`config.mk`:
```
export PLATFORM = sky130hd
export DESIGN_NAME = accept_encoding_selector
export DESIGN_NICKNAME = d
export VERILOG_FILES = /design/src/sv/aes_pkg.sv /design/src/sv/aes_parse.sv /design/src/sv/accept_encoding_selector.sv
export SDC_FILE = /design/constraint.sdc
export NUM_CORES = 1
export LEC_CHECK = 0
export BUFFER_PORTS_ARGS = -buffer_cell sky130_fd_sc_hd__buf_2
export CORE_MARGIN = 1.5
export CORE_UTILIZATION = 57
export CTS_BUF_LIST = sky130_fd_sc_hd__clkbuf_4
export DETAILED_ROUTE_END_ITERATION = 7
export PLACE_DENSITY = 0.87
export SLEW_MARGIN = 25
export SYNTH_ARGS = -nofsm -noshare
export SYNTH_HDL_FRONTEND = slang
export SYNTH_SLANG_ARGS = --single-unit
```
`constraint.sdc`:
```
create_clock -name clk -period 4 [get_ports clk]
set_input_delay 0.2 -clock clk [delete_from_list [all_inputs] [get_ports clk]]
set_output_delay 0.2 -clock clk [all_outputs]
set_load 0.01 [all_outputs]
```
`src/sv/aes_pkg.sv`:
```
package aes_pkg;

  localparam int unsigned ByteW = 8;
  localparam int unsigned EncW  = 2;

  localparam logic [EncW-1:0] ENC_IDENTITY = 2'd0;
  localparam logic [EncW-1:0] ENC_GZIP     = 2'd1;
  localparam logic [EncW-1:0] ENC_BROTLI   = 2'd2;

  // entry phases
  localparam logic [1:0] PH_LEAD  = 2'd0;
  localparam logic [1:0] PH_NAME  = 2'd1;
  localparam logic [1:0] PH_PARAM = 2'd2;

  // q parameter phases
  localparam logic [2:0] Q_SEARCH = 3'd0;
  localparam logic [2:0] Q_GOTQ   = 3'd1;
  localparam logic [2:0] Q_SKIPWS = 3'd2;
  localparam logic [2:0] Q_AFTER0 = 3'd3;
  localparam logic [2:0] Q_SCAN   = 3'd4;
  localparam logic [2:0] Q_DONE   = 3'd5;

  // name matcher mismatch codes
  localparam logic [1:0] BR_MISS = 2'd3;
  localparam logic [2:0] GZ_MISS = 3'd7;
  localparam logic [1:0] ST_MISS = 2'd3;

  // token bits in the decided/accepted masks
  localparam logic [2:0] TOK_BR   = 3'b001;
  localparam logic [2:0] TOK_GZIP = 3'b010;
  localparam logic [2:0] TOK_STAR = 3'b100;

  // one header word as it moves from the input register into the parser
  typedef struct packed {
    logic [ByteW-1:0] header_byte;
    logic             has_byte;
    logic             last;
  } aes_item_t;

endpackage

```
`src/sv/aes_parse.sv`:
```
module aes_parse (
  input  logic                          clk,
  input  logic                          rst,
  input  logic                          step,
  input  aes_pkg::aes_item_t            item,
  output logic [aes_pkg::EncW-1:0]      encoding
);

  localparam logic [7:0] CH_B     = 8'h62;
  localparam logic [7:0] CH_R     = 8'h72;
  localparam logic [7:0] CH_G     = 8'h67;
  localparam logic [7:0] CH_Z     = 8'h7a;
  localparam logic [7:0] CH_I     = 8'h69;
  localparam logic [7:0] CH_P     = 8'h70;
  localparam logic [7:0] CH_Q     = 8'h71;
  localparam logic [7:0] CH_STAR  = 8'h2a;
  localparam logic [7:0] CH_EQ    = 8'h3d;
  localparam logic [7:0] CH_ZERO  = 8'h30;
  localparam logic [7:0] CH_DOT   = 8'h2e;
  localparam logic [7:0] CH_SPACE = 8'h20;
  localparam logic [7:0] CH_TAB   = 8'h09;
  localparam logic [7:0] CH_COMMA = 8'h2c;
  localparam logic [7:0] CH_SEMI  = 8'h3b;

  logic [1:0] entry_phase,          entry_phase_next;
  logic [1:0] br_name_progress,     br_name_progress_next;
  logic [2:0] gzip_name_progress,   gzip_name_progress_next;
  logic [1:0] star_name_progress,   star_name_progress_next;
  logic       name_trailing_space,  name_trailing_space_next;
  logic [2:0] qparam_phase,         qparam_phase_next;
  logic       qvalue_is_zero,       qvalue_is_zero_next;
  logic [2:0] token_decided,        token_decided_next;
  logic [2:0] token_accepted,       token_accepted_next;
  logic [1:0] br_anywhere_progress, br_anywhere_progress_next;
  logic [2:0] gzip_anywhere_progress, gzip_anywhere_progress_next;
  logic [1:0] seen_anywhere,        seen_anywhere_next;

  function automatic logic [7:0] gz_letter(input logic [1:0] idx);
    case (idx)
      2'd0:    gz_letter = CH_G;
      2'd1:    gz_letter = CH_Z;
      2'd2:    gz_letter = CH_I;
      default: gz_letter = CH_P;
    endcase
  endfunction

  logic [7:0] raw;
  logic [7:0] c;
  logic       is_ws;
  logic       do_close;
  logic [2:0] tok_bit;
  logic       refused;
  logic       br_ok;
  logic       gz_ok;
  logic       st_ok;

  assign raw   = item.header_byte;
  assign c     = (raw >= 8'h41 && raw <= 8'h5a) ? raw + 8'd32 : raw;
  assign is_ws = (raw == CH_SPACE) || (raw == CH_TAB);

  always_comb begin
    entry_phase_next            = entry_phase;
    br_name_progress_next       = br_name_progress;
    gzip_name_progress_next     = gzip_name_progress;
    star_name_progress_next     = star_name_progress;
    name_trailing_space_next    = name_trailing_space;
    qparam_phase_next           = qparam_phase;
    qvalue_is_zero_next         = qvalue_is_zero;
    token_decided_next          = token_decided;
    token_accepted_next         = token_accepted;
    br_anywhere_progress_next   = br_anywhere_progress;
    gzip_anywhere_progress_next = gzip_anywhere_progress;
    seen_anywhere_next          = seen_anywhere;
    do_close                    = 1'b0;
    tok_bit                     = 3'b000;
    refused                     = 1'b0;
    encoding                    = aes_pkg::ENC_IDENTITY;
    br_ok                       = 1'b0;
    gz_ok                       = 1'b0;
    st_ok                       = 1'b0;

    if (item.has_byte) begin
      // substring tracking over the whole header
      if (br_anywhere_progress == 2'd1 && c == CH_R) begin
        seen_anywhere_next[0]     = 1'b1;
        br_anywhere_progress_next = 2'd0;
      end else begin
        br_anywhere_progress_next = (c == CH_B) ? 2'd1 : 2'd0;
      end
      if (gzip_anywhere_progress < 3'd4 && c == gz_letter(gzip_anywhere_progress[1:0])) begin
        if (gzip_anywhere_progress == 3'd3) begin
          seen_anywhere_next[1]       = 1'b1;
          gzip_anywhere_progress_next = 3'd0;
        end else begin
          gzip_anywhere_progress_next = gzip_anywhere_progress + 3'd1;
        end
      end else begin
        gzip_anywhere_progress_next = (c == CH_G) ? 3'd1 : 3'd0;
      end

      if (raw == CH_COMMA) begin
        do_close = 1'b1;
      end else if (!(entry_phase == aes_pkg::PH_LEAD && is_ws)) begin
        if (entry_phase == aes_pkg::PH_LEAD || entry_phase == aes_pkg::PH_NAME) begin
          entry_phase_next = aes_pkg::PH_NAME;
          if (raw == CH_SEMI) begin
            entry_phase_next = aes_pkg::PH_PARAM;
          end else if (is_ws) begin
            name_trailing_space_next = 1'b1;
          end else if (name_trailing_space) begin
            br_name_progress_next   = aes_pkg::BR_MISS;
            gzip_name_progress_next = aes_pkg::GZ_MISS;
            star_name_progress_next = aes_pkg::ST_MISS;
          end else begin
            br_name_progress_next = (br_name_progress < 2'd2 &&
                c == ((br_name_progress == 2'd0) ? CH_B : CH_R)) ?
                br_name_progress + 2'd1 : aes_pkg::BR_MISS;
            gzip_name_progress_next = (gzip_name_progress < 3'd4 &&
                c == gz_letter(gzip_name_progress[1:0])) ?
                gzip_name_progress + 3'd1 : aes_pkg::GZ_MISS;
            star_name_progress_next = (star_name_progress == 2'd0 && c == CH_STAR) ?
                2'd1 : aes_pkg::ST_MISS;
          end
        end else begin
          case (qparam_phase)
            aes_pkg::Q_SEARCH: begin
              if (c == CH_Q) qparam_phase_next = aes_pkg::Q_GOTQ;
            end
            aes_pkg::Q_GOTQ: begin
              if (c == CH_EQ) qparam_phase_next = aes_pkg::Q_SKIPWS;
              else if (c != CH_Q) qparam_phase_next = aes_pkg::Q_SEARCH;
            end
            aes_pkg::Q_SKIPWS: begin
              if (!is_ws) begin
                if (raw == CH_ZERO) begin
                  qparam_phase_next = aes_pkg::Q_AFTER0;
                end else begin
                  qparam_phase_next   = aes_pkg::Q_DONE;
                  qvalue_is_zero_next = 1'b0;
                end
              end
            end
            aes_pkg::Q_AFTER0: begin
              if (raw == CH_DOT) begin
                qparam_phase_next = aes_pkg::Q_SCAN;
              end else begin
                qparam_phase_next   = aes_pkg::Q_DONE;
                qvalue_is_zero_next = (raw == CH_SPACE);
              end
            end
            aes_pkg::Q_SCAN: begin
              if (raw == CH_SPACE) begin
                qparam_phase_next   = aes_pkg::Q_DONE;
                qvalue_is_zero_next = 1'b1;
              end else if (raw != CH_ZERO && raw != CH_DOT) begin
                qparam_phase_next   = aes_pkg::Q_DONE;
                qvalue_is_zero_next = 1'b0;
              end
            end
            default: ;
          endcase
        end
      end
    end

    // a comma closes the entry as it stood; the end of header closes what is left
    if (do_close) begin
      if (br_name_progress == 2'd2)        tok_bit = aes_pkg::TOK_BR;
      else if (gzip_name_progress == 3'd4) tok_bit = aes_pkg::TOK_GZIP;
      else if (star_name_progress == 2'd1) tok_bit = aes_pkg::TOK_STAR;
      refused = (qparam_phase == aes_pkg::Q_AFTER0) || (qparam_phase == aes_pkg::Q_SCAN) ||
                (qparam_phase == aes_pkg::Q_DONE && qvalue_is_zero);
    end else if (item.last) begin
      if (br_name_progress_next == 2'd2)        tok_bit = aes_pkg::TOK_BR;
      else if (gzip_name_progress_next == 3'd4) tok_bit = aes_pkg::TOK_GZIP;
      else if (star_name_progress_next == 2'd1) tok_bit = aes_pkg::TOK_STAR;
      refused = (qparam_phase_next == aes_pkg::Q_AFTER0) ||
                (qparam_phase_next == aes_pkg::Q_SCAN) ||
                (qparam_phase_next == aes_pkg::Q_DONE && qvalue_is_zero_next);
    end
    if ((tok_bit & token_decided) == 3'b000) begin
      token_decided_next = token_decided | tok_bit;
      if (!refused) token_accepted_next = token_accepted | tok_bit;
    end
    if (do_close) begin
      entry_phase_next         = aes_pkg::PH_LEAD;
      br_name_progress_next    = 2'd0;
      gzip_name_progress_next  = 3'd0;
      star_name_progress_next  = 2'd0;
      name_trailing_space_next = 1'b0;
      qparam_phase_next        = aes_pkg::Q_SEARCH;
      qvalue_is_zero_next      = 1'b0;
    end

    br_ok = token_accepted_next[0];
    gz_ok = token_accepted_next[1];
    st_ok = token_accepted_next[2];
    if (br_ok) begin
      encoding = aes_pkg::ENC_BROTLI;
    end else if (st_ok) begin
      // wildcard covers tokens that never appear in the header
      if (!seen_anywhere_next[0])      encoding = aes_pkg::ENC_BROTLI;
      else if (gz_ok)                  encoding = aes_pkg::ENC_GZIP;
      else if (!seen_anywhere_next[1]) encoding = aes_pkg::ENC_GZIP;
      else                             encoding = aes_pkg::ENC_IDENTITY;
    end else if (gz_ok) begin
      encoding = aes_pkg::ENC_GZIP;
    end
  end

  always_ff @(posedge clk) begin
    if (rst || (step && item.last)) begin
      entry_phase            <= aes_pkg::PH_LEAD;
      br_name_progress       <= 2'd0;
      gzip_name_progress     <= 3'd0;
      star_name_progress     <= 2'd0;
      name_trailing_space    <= 1'b0;
      qparam_phase           <= aes_pkg::Q_SEARCH;
      qvalue_is_zero         <= 1'b0;
      token_decided          <= 3'b000;
      token_accepted         <= 3'b000;
      br_anywhere_progress   <= 2'd0;
      gzip_anywhere_progress <= 3'd0;
      seen_anywhere          <= 2'b00;
    end else if (step) begin
      entry_phase            <= entry_phase_next;
      br_name_progress       <= br_name_progress_next;
      gzip_name_progress     <= gzip_name_progress_next;
      star_name_progress     <= star_name_progress_next;
      name_trailing_space    <= name_trailing_space_next;
      qparam_phase           <= qparam_phase_next;
      qvalue_is_zero         <= qvalue_is_zero_next;
      token_decided          <= token_decided_next;
      token_accepted         <= token_accepted_next;
      br_anywhere_progress   <= br_anywhere_progress_next;
      gzip_anywhere_progress <= gzip_anywhere_progress_next;
      seen_anywhere          <= seen_anywhere_next;
    end
  end

endmodule

```
`src/sv/accept_encoding_selector.sv`:
```
// a last word passes from the input register through the parser into the result register, then shows on m_axis
// throughput: one header word per cycle; a result waiting on m_axis_tready holds a later last word
//   and the words behind it in the input register, earlier words keep flowing into the parser
// parse state is updated once per word by the parser between input and result registers
// reset (rst, synchronous, active high) empties both registers and clears all parse state
module accept_encoding_selector (
  input  logic       clk,
  input  logic       rst,
  input  logic       s_axis_tvalid,
  output logic       s_axis_tready,
  input  logic [7:0] s_axis_tdata,   // [7:0] header_byte
  input  logic       s_axis_tuser,   // [0] has_byte
  input  logic       s_axis_tlast,
  output logic       m_axis_tvalid,
  input  logic       m_axis_tready,
  output logic [7:0] m_axis_tdata    // [1:0] encoding, [7:2] zero
);

  logic                       in_valid;
  aes_pkg::aes_item_t         in_item;
  logic                       out_free;
  logic                       step;
  logic [aes_pkg::EncW-1:0]   encoding;
  logic [aes_pkg::EncW-1:0]   enc_reg;

  assign out_free      = !m_axis_tvalid || m_axis_tready;
  // a last word needs the result register free before it can leave the input register
  assign step          = in_valid && (!in_item.last || out_free);
  assign s_axis_tready = !in_valid || step;

  always_ff @(posedge clk) begin
    if (rst) begin
      in_valid <= 1'b0;
    end else if (s_axis_tready) begin
      in_valid <= s_axis_tvalid;
    end
  end

  always_ff @(posedge clk) begin
    if (s_axis_tready && s_axis_tvalid) begin
      in_item.header_byte <= s_axis_tdata;
      in_item.has_byte    <= s_axis_tuser;
      in_item.last        <= s_axis_tlast;
    end
  end

  aes_parse u_parse (
    .clk      (clk),
    .rst      (rst),
    .step     (step),
    .item     (in_item),
    .encoding (encoding)
  );

  always_ff @(posedge clk) begin
    if (rst) begin
      m_axis_tvalid <= 1'b0;
    end else if (step && in_item.last) begin
      m_axis_tvalid <= 1'b1;
    end else if (m_axis_tready) begin
      m_axis_tvalid <= 1'b0;
    end
  end

  always_ff @(posedge clk) begin
    if (step && in_item.last) begin
      enc_reg <= encoding;
    end
  end

  assign m_axis_tdata = {{(8 - aes_pkg::EncW){1'b0}}, enc_reg};

endmodule

```
* Word level (Yosys, flattened, before mapping)
Index checks and enable logic that the tools add are counted.
** Word-level totals
- Register bits :: 41
- Input port bits :: 14
- Output and inout port bits :: 10
** Operators by class
- Add/sub/neg operators :: 4
- Order comparisons :: 5
- Eq/ne operators :: 42
- Mux-type cells :: 107
- Bitwise gates (word level) :: 3
- Reductions and logical operators :: 41
** Operator list (number)
- 3-bit two-way mux :: 33
- 8-bit two-way mux :: 9
- 2-bit two-way mux :: 29
- 8-bit by 6-bit == test with 1-bit output, second input constant :: 7
- 8-bit by 7-bit == test with 1-bit output, second input constant :: 4
- 1-bit two-way mux :: 31
- 5-bit one-hot mux with 3 select lines :: 2
- 8-bit == test :: 3
- 3-bit == test, second input constant :: 6
- 8-bit by 6-bit inequality test with 1-bit output, second input constant :: 2
- 3-bit one-hot mux with 5 select lines :: 1
- 1-bit logical AND :: 13
- 2-bit by 1-bit == test with 1-bit output, second input constant :: 6
- 3-bit by 2-bit == test with 1-bit output, second input constant :: 4
- 2-bit zero test :: 5
- 1-bit logical OR :: 10
- 8-bit by 6-bit adder with 8-bit output, second input constant :: 1
- 2-bit == test, second input constant :: 4
- 8-bit by 4-bit == test with 1-bit output, second input constant :: 1
- 8-bit by 7-bit >= comparator with 1-bit output, second input constant :: 1
- 8-bit by 7-bit <= comparator with 1-bit output, second input constant :: 1
- 8-bit by 7-bit inequality test with 1-bit output, second input constant :: 1
- 2-bit nonzero test :: 4
- 7-bit AND reduction :: 1
- 14 further kinds :: 23

* Depth between registers and ports, before layout
- Depth in word-level cells :: 30
- Depth in mapped cells :: 11

* Modules after synthesis
From an unflattened synthesis, not the netlist that was laid out.
** Second synthesis, totals
- Cells, all modules :: 321
- Area total of the unflattened synthesis :: 2773.9 µm²
** By module, submodules not included
- aes_parse :: instances 1, cells each 290, area each 2260.9 µm²
- accept_encoding_selector :: instances 1, cells each 31, area each 513.0 µm²

* Worst setup path after synthesis
Ideal clock, no wire load.
- Kind :: register to register
- From :: reg u_parse.gzip_name_progress[0]
- To :: reg enc_reg[0] in the netlist's numbering (data pin)
- Library setup time :: 0.255 ns
- Arrival :: 2.728 ns
- Slack :: 1.016 ns
- Stages on the path, launching flop included :: 12
- Period minus slack after synthesis :: 2.984 ns
- Cells stage by stage :: dfxtp_1 -> inv_1 -> ha_1 -> xor2_1 -> or4_1 -> nor3_1 -> nand3_1 -> o211a_1 -> a32o_1 -> nor3_1 -> a221o_1 -> a21oi_2
** On the way
- Cells in the longest elaborated chain, start to end :: 30
- Elaborated cells between the ends (all ways) :: 40
- Classes of those cells :: add/sub (1); order compare (1); eq/ne (5); mux (28); bitwise (2); reduce/logical (3)
** RTL lines
- from (decl) :: line aes_parse.sv:27 : logic [2:0] gzip_name_progress, gzip_name_progress_next;
- from (signal assigned) :: line aes_parse.sv:228 : gzip_name_progress <= gzip_name_progress_next;
- 2-bit == test (tied with other cells) :: line aes_parse.sv:39 : case (idx)
- 5-bit one-hot mux with 3 select lines :: line aes_parse.sv:39
- 8-bit two-way mux :: line aes_parse.sv:110 : end else if (name_trailing_space) begin
- 8-bit two-way mux :: line aes_parse.sv:108 : end else if (is_ws) begin
- 8-bit two-way mux :: line aes_parse.sv:106 : if (raw == CH_SEMI) begin
- 8-bit two-way mux :: line aes_parse.sv:104 : if (entry_phase == aes_pkg::PH_LEAD || entry_phase == aes_pkg::PH_NAME) begin
- 8-bit two-way mux :: line aes_parse.sv:103 : end else if (!(entry_phase == aes_pkg::PH_LEAD && is_ws)) begin
- 8-bit two-way mux :: line aes_parse.sv:101 : if (raw == CH_COMMA) begin
- (+14 left out)
- 3-bit two-way mux :: line aes_parse.sv:173 : end else if (item.last) begin
- 3-bit two-way mux * :: line aes_parse.sv:167 : if (do_close) begin
- 3-bit bitwise AND / 3-bit OR (equally long branches) :: line aes_parse.sv:181, aes_parse.sv:183
- 3-bit zero test / 3-bit two-way mux (equally long branches) :: line aes_parse.sv:181, aes_parse.sv:183
- 3-bit two-way mux * :: line aes_parse.sv:181 : if ((tok_bit & token_decided) == 3'b000) begin
- 2-bit two-way mux :: line aes_parse.sv:203 : else if (gz_ok) encoding = aes_pkg::ENC_GZIP;
- 2-bit two-way mux :: line aes_parse.sv:202 : if (!seen_anywhere_next[0]) encoding = aes_pkg::ENC_BROTLI;
- 2-bit two-way mux :: line aes_parse.sv:200 : end else if (st_ok) begin
- to (signal assigned) :: line accept_encoding_selector.sv:67 : enc_reg <= encoding;
- to (decl) :: line accept_encoding_selector.sv:24 : logic [aes_pkg::EncW-1:0] enc_reg;
Every way passes the cells marked *; elsewhere a longest branch is shown, timed or not. The select of a mux whose other input is x is not followed.
A chain may end at the register's enable or synchronous reset.

* Worst setup path in the final report
- From :: reg in_item[8] in the netlist's numbering
- To :: reg enc_reg[0] in the netlist's numbering (data pin)
** On the way
- Cells in the longest elaborated chain, start to end :: 25
- Elaborated cells between the ends (all ways) :: 107
- Classes of those cells :: add/sub (1); order compare (2); eq/ne (22); mux (67); bitwise (2); reduce/logical (13)
** RTL lines
- from (decl) :: line accept_encoding_selector.sv:20 : aes_pkg::aes_item_t in_item;
- 8-bit by 7-bit >= comparator with 1-bit output / 8-bit by 7-bit <= comparator with 1-bit output (equally long branches) :: line aes_parse.sv:58 : assign c = (raw >= 8'h41 && raw <= 8'h5a) ? raw + 8'd32 : raw;
- 1-bit logical AND :: line aes_parse.sv:58
- 8-bit two-way mux :: line aes_parse.sv:58
- 8-bit by 6-bit == test with 1-bit output :: line aes_parse.sv:121 : star_name_progress_next = (star_name_progress == 2'd0 && c == CH_STAR) ?
- 1-bit logical AND :: line aes_parse.sv:121
- 2-bit two-way mux :: line aes_parse.sv:121
- 2-bit two-way mux :: line aes_parse.sv:110
- 2-bit two-way mux :: line aes_parse.sv:108
- (+9 left out)
- 3-bit two-way mux :: line aes_parse.sv:173
- 3-bit two-way mux :: line aes_parse.sv:167
- 3-bit bitwise AND :: line aes_parse.sv:181
- 3-bit zero test :: line aes_parse.sv:181
- 3-bit two-way mux :: line aes_parse.sv:181
- 2-bit two-way mux :: line aes_parse.sv:203
- 2-bit two-way mux :: line aes_parse.sv:202
- 2-bit two-way mux :: line aes_parse.sv:200
Several ways; a longest one is shown, not always the timed one.

==> results.sh <==
export IMPL_status="finished clean"
export IMPL_holdPathStages=2
export IMPL_grt_max_degree=18
export IMPL_yosys_area_top_type="dfxtp_1"
export IMPL_path_max_fanout=7
export IMPL_hold_path_startpoint="rst"
export IMPL_root_buffer="clkbuf_4"
export IMPL_layout_nets=365
export IMPL_htree_levels=2
export IMPL_overflow=0
export IMPL_gp_congestion=0.938
export IMPL_die_area_um2=5060
export IMPL_r2r_start="in_item[8]"
export IMPL_slew_limit_headroom_pct=56.6
export IMPL_crit_path_end_kind="register"
export IMPL_syn_inst=318
export IMPL_core_area_um2=4410
export IMPL_routedWlPerCell_um=16.4
export IMPL_numCtsBuffers=5
export IMPL_initial_core_util_pct=60.0
export IMPL_met1_length_mm=2.75
export IMPL_startpoint="in_item[8]"
export IMPL_ant_nets=0
export IMPL_crit_type="reg -> reg"
export IMPL_fin_tns_setup_ns=0
export IMPL_ir_drop_uv=239
export IMPL_setup_violations_final=0
export IMPL_tightest_slew_ns=0.648
export IMPL_layout_area_overhead_vs_synth_pct=10.1
export IMPL_async_flop_share_pct=0
export IMPL_antenna_found_initial=0
export IMPL_ff2ff_setup_slack_ns=0.59
export IMPL_portBuffers=17
export IMPL_viasPerCell=6.32
export IMPL_synth_avg_cell_area_um2=8.33
export IMPL_ys_warn_count=0
export IMPL_synth_compound_area_share_pct=21.8
export IMPL_synth_edf_count=12
export IMPL_reg2regPathDepth=10
export IMPL_clk_pin_slew_ns=0.14
export IMPL_die_height_um=71.2
export IMPL_postRouteWirelength_mm=6.44
export IMPL_grt_pass1_vias=2286
export IMPL_skew_ns=0.0257
export IMPL_drt_iter0_markers=216
export IMPL_finalHoldViolCount=0
export IMPL_postCtsSetupRepairBufs=0
export IMPL_fp_dieW_um=71.2
export IMPL_grt_usage_pct=26.7
export IMPL_dr_wl_met3_um=431
export IMPL_cp_top_family="compound AO/OA/AOI/OAI gates"
export IMPL_hp_class="in -> reg"
export IMPL_drt_pass1_iterations=5
export IMPL_r2r_end="enc_reg[0]"
export IMPL_clk_latency_ns=0.37
export IMPL_period_share_pct=85.1
export IMPL_slew_violations=0
export IMPL_synth_area_top_cells="dfxtp_1 (21%), edfxtp_1 (14%), nor2_1 (6.0%), ha_1 (5.7%), a21oi_1 (5.3%)"
export IMPL_vias=2478
export IMPL_cp_cell_sequence="ha_1 > nor4b_1 > nand2_1 > o21ai_0 > nand3_1 > o211a_1 > a32o_1 > nor3_1 > a221o_1 > a21oi_2"
export IMPL_ctsResizeCount=0
export IMPL_place_ws_ns=0.669
export IMPL_worstPathRequired_ns=4.14
export IMPL_cts_sinks=40
export IMPL_cts_max_path_buffers=2
export IMPL_synth_top_family_by_area="simple AND/OR/NAND/NOR gates"
export IMPL_drive_gt1_share_pct=12.6
export IMPL_synth_seq_cells=40
export IMPL_synth_simple_gate_area_share_pct=28.5
export IMPL_synth_flop_cell="dfxtp_1"
export IMPL_routed_wl_met2_mm=3.08
export IMPL_finalWorstSetupSlack_ns=0.595
export IMPL_synth_seq_area_share_pct=34.8
export IMPL_top_register="in_item"
export IMPL_crit_arrival_ns=3.54
export IMPL_slowest_stage="edfxtp_1"
export IMPL_largest_reg_flops=10
export IMPL_maxCapViolCount=0
export IMPL_synth_xor_area_share_pct=2.32
export IMPL_cts_tree="done"
export IMPL_slowest_delay_ns=0.52
export IMPL_fmax_ghz=0.294
export IMPL_grt_pass1_wl_mm=10.7
export IMPL_synth_area_um2=2650
export IMPL_io_pins=24
export IMPL_core_rowCount=24
export IMPL_path_buf_inv=0
export IMPL_total_leakage_power_nw=1.12
export IMPL_synth_fa_ha_area_share_pct=5.67
export IMPL_highest_layer="met4"
export IMPL_period_needed_ns=3.41
export IMPL_synth_top_area_share_pct=21.2
export IMPL_diodes=0
export IMPL_yosysUniqueCellTypes=67
export IMPL_min_to="m_axis_tvalid"
export IMPL_cp_start_kind="register"
export IMPL_synthMuxAreaShare_pct=1.18
export IMPL_grt_setup_unrepaired="no"
export IMPL_hpwl_mm=4.73
export IMPL_route_detailed_drc=0
export IMPL_p_per_area_nw_per_um2=286
## cells in the mapped netlist (2+ instances only)
master	instances
a21o_1	2
a21oi_1	28
a221o_1	2
a22oi_1	3
a311oi_1	2
a31o_2	2
a31oi_1	7
a41oi_1	2
and2_1	6
and3_1	7
and3b_1	2
and4_1	3
buf_2	6
buf_4	6
clkbuf_1	8
dfxtp_1	28
edfxtp_1	12
ha_1	12
inv_1	10
mux2i_1	2
nand2_1	18
nand2b_1	5
nand3_1	13
nand3b_1	2
nand4_1	2
nor2_1	42
nor2b_1	5
nor3_1	8
nor3b_1	6
nor4_1	2
nor4b_1	2
o2111ai_1	2
o211ai_1	2
o21ai_0	15
o21bai_1	2
o31ai_1	2
or3_1	2
or3b_2	2
or4_1	3
xnor2_1	3
xor2_1	4
## how the worst max path moves through the flow
stage	endpoint	slack (ns)	cells after the start
after floorplan	enc_reg[0]	1.02	11
after global placement	enc_reg[0]	0.75	11
after detailed placement	enc_reg[0]	0.67	11
after CTS	enc_reg[0]	0.66	11
after global routing	enc_reg[0]	0.28	10
final	enc_reg[0]	0.59	10
## worst register-to-register path: stages, from the launching register on
cell	delay (ns)
edfxtp_1	0.52
ha_1	0.25
nor4b_1	0.46
nand2_1	0.09
o21ai_0	0.49
nand3_1	0.26
o211a_1	0.31
a32o_1	0.29
nor3_1	0.26
a221o_1	0.24
a21oi_2	0.03
## logic make-up after synthesis
family	after synthesis
AND/OR/NAND/NOR	137
adder cells (fa/ha/maj)	12
flip-flops	40
other	1
XOR/XNOR	7
multiplexers	3
AO/OA/AOI/OAI	87
buffers and inverters	31
## repair_timing
action                                  in CTS  in global routing
endpoints found under the setup margin       0                  0
endpoints found under the hold margin        0                  9
hold buffers                                 0                  9
## power by group
part	switching [mW]	total (mW)	internal, mW
registers	0.0225	0.453	0.431
logic	0.0573	0.101	0.0437
clock network	0.146	0.280	0.134
total	0.226	0.835	0.609
## routing by layer
metal	global-route usage, %	vias up
met5	0	-
met4	9.85	0
met3	4.42	21
met2	44.8	118
met1	34.4	1138
li1	-	1201
## placed cells by master, fill, tap and decap left out, types with 3 or more instances in the layout
master / netlist / routed
xor2_1: 4 / 4
nor2b_1: 5 / 5
nor3_1: 8 / 8
inv_1: 10 / 10
a21oi_1: 28 / 28
nor2_1: 42 / 42
buf_2: 6 / 17
ha_1: 12 / 12
dlygate4sd3_1: 0 / 9
a22oi_1: 3 / 3
nand3_1: 13 / 13
o21ai_0: 15 / 15
and2_1: 6 / 6
buf_4: 6 / 4
conb_1: 1 / 6
nand2_1: 18 / 18
dfxtp_1: 28 / 28
nand2b_1: 5 / 5
nor3b_1: 6 / 6
edfxtp_1: 12 / 12
and3_1: 7 / 7
or4_1: 3 / 3
a31oi_1: 7 / 6
and4_1: 3 / 3
xnor2_1: 3 / 3
clkbuf_4: 0 / 5
## area by class of cell
| type | count | area [µm²] |
|---|---|---|
| clock inverters | 3 | 45.0 |
| clock buffers | 5 | 37.5 |
| repair buffers | 30 | 205 |
| fillers | 379 | 1500 |
| multi-input cells | 252 | 1600 |
| flip-flops and latches | 40 | 921 |
| well taps | 52 | 65.1 |
| inverters | 10 | 37.5 |
## metrics by stage
| stage | cell area, µm² | hold WS [ns] | utilization [%] | power, mW | instances |
|---|---|---|---|---|---|
| floorplan | 2670 | 0.269 | - | 0.529 | 323 |
| global placement | 2740 | 0.377 | 62.0 | 0.549 | 375 |
| detailed placement | 2740 | 0.378 | 62.1 | 0.553 | 375 |
| CTS | 2830 | 0.00543 | 64.0 | 0.824 | 383 |
| global route | 2920 | 0.00283 | 66.0 | 0.867 | 392 |
| finish | 2920 | 0.00592 | 66.0 | 0.835 | 392 |
(Power assumes the default switching activity.)
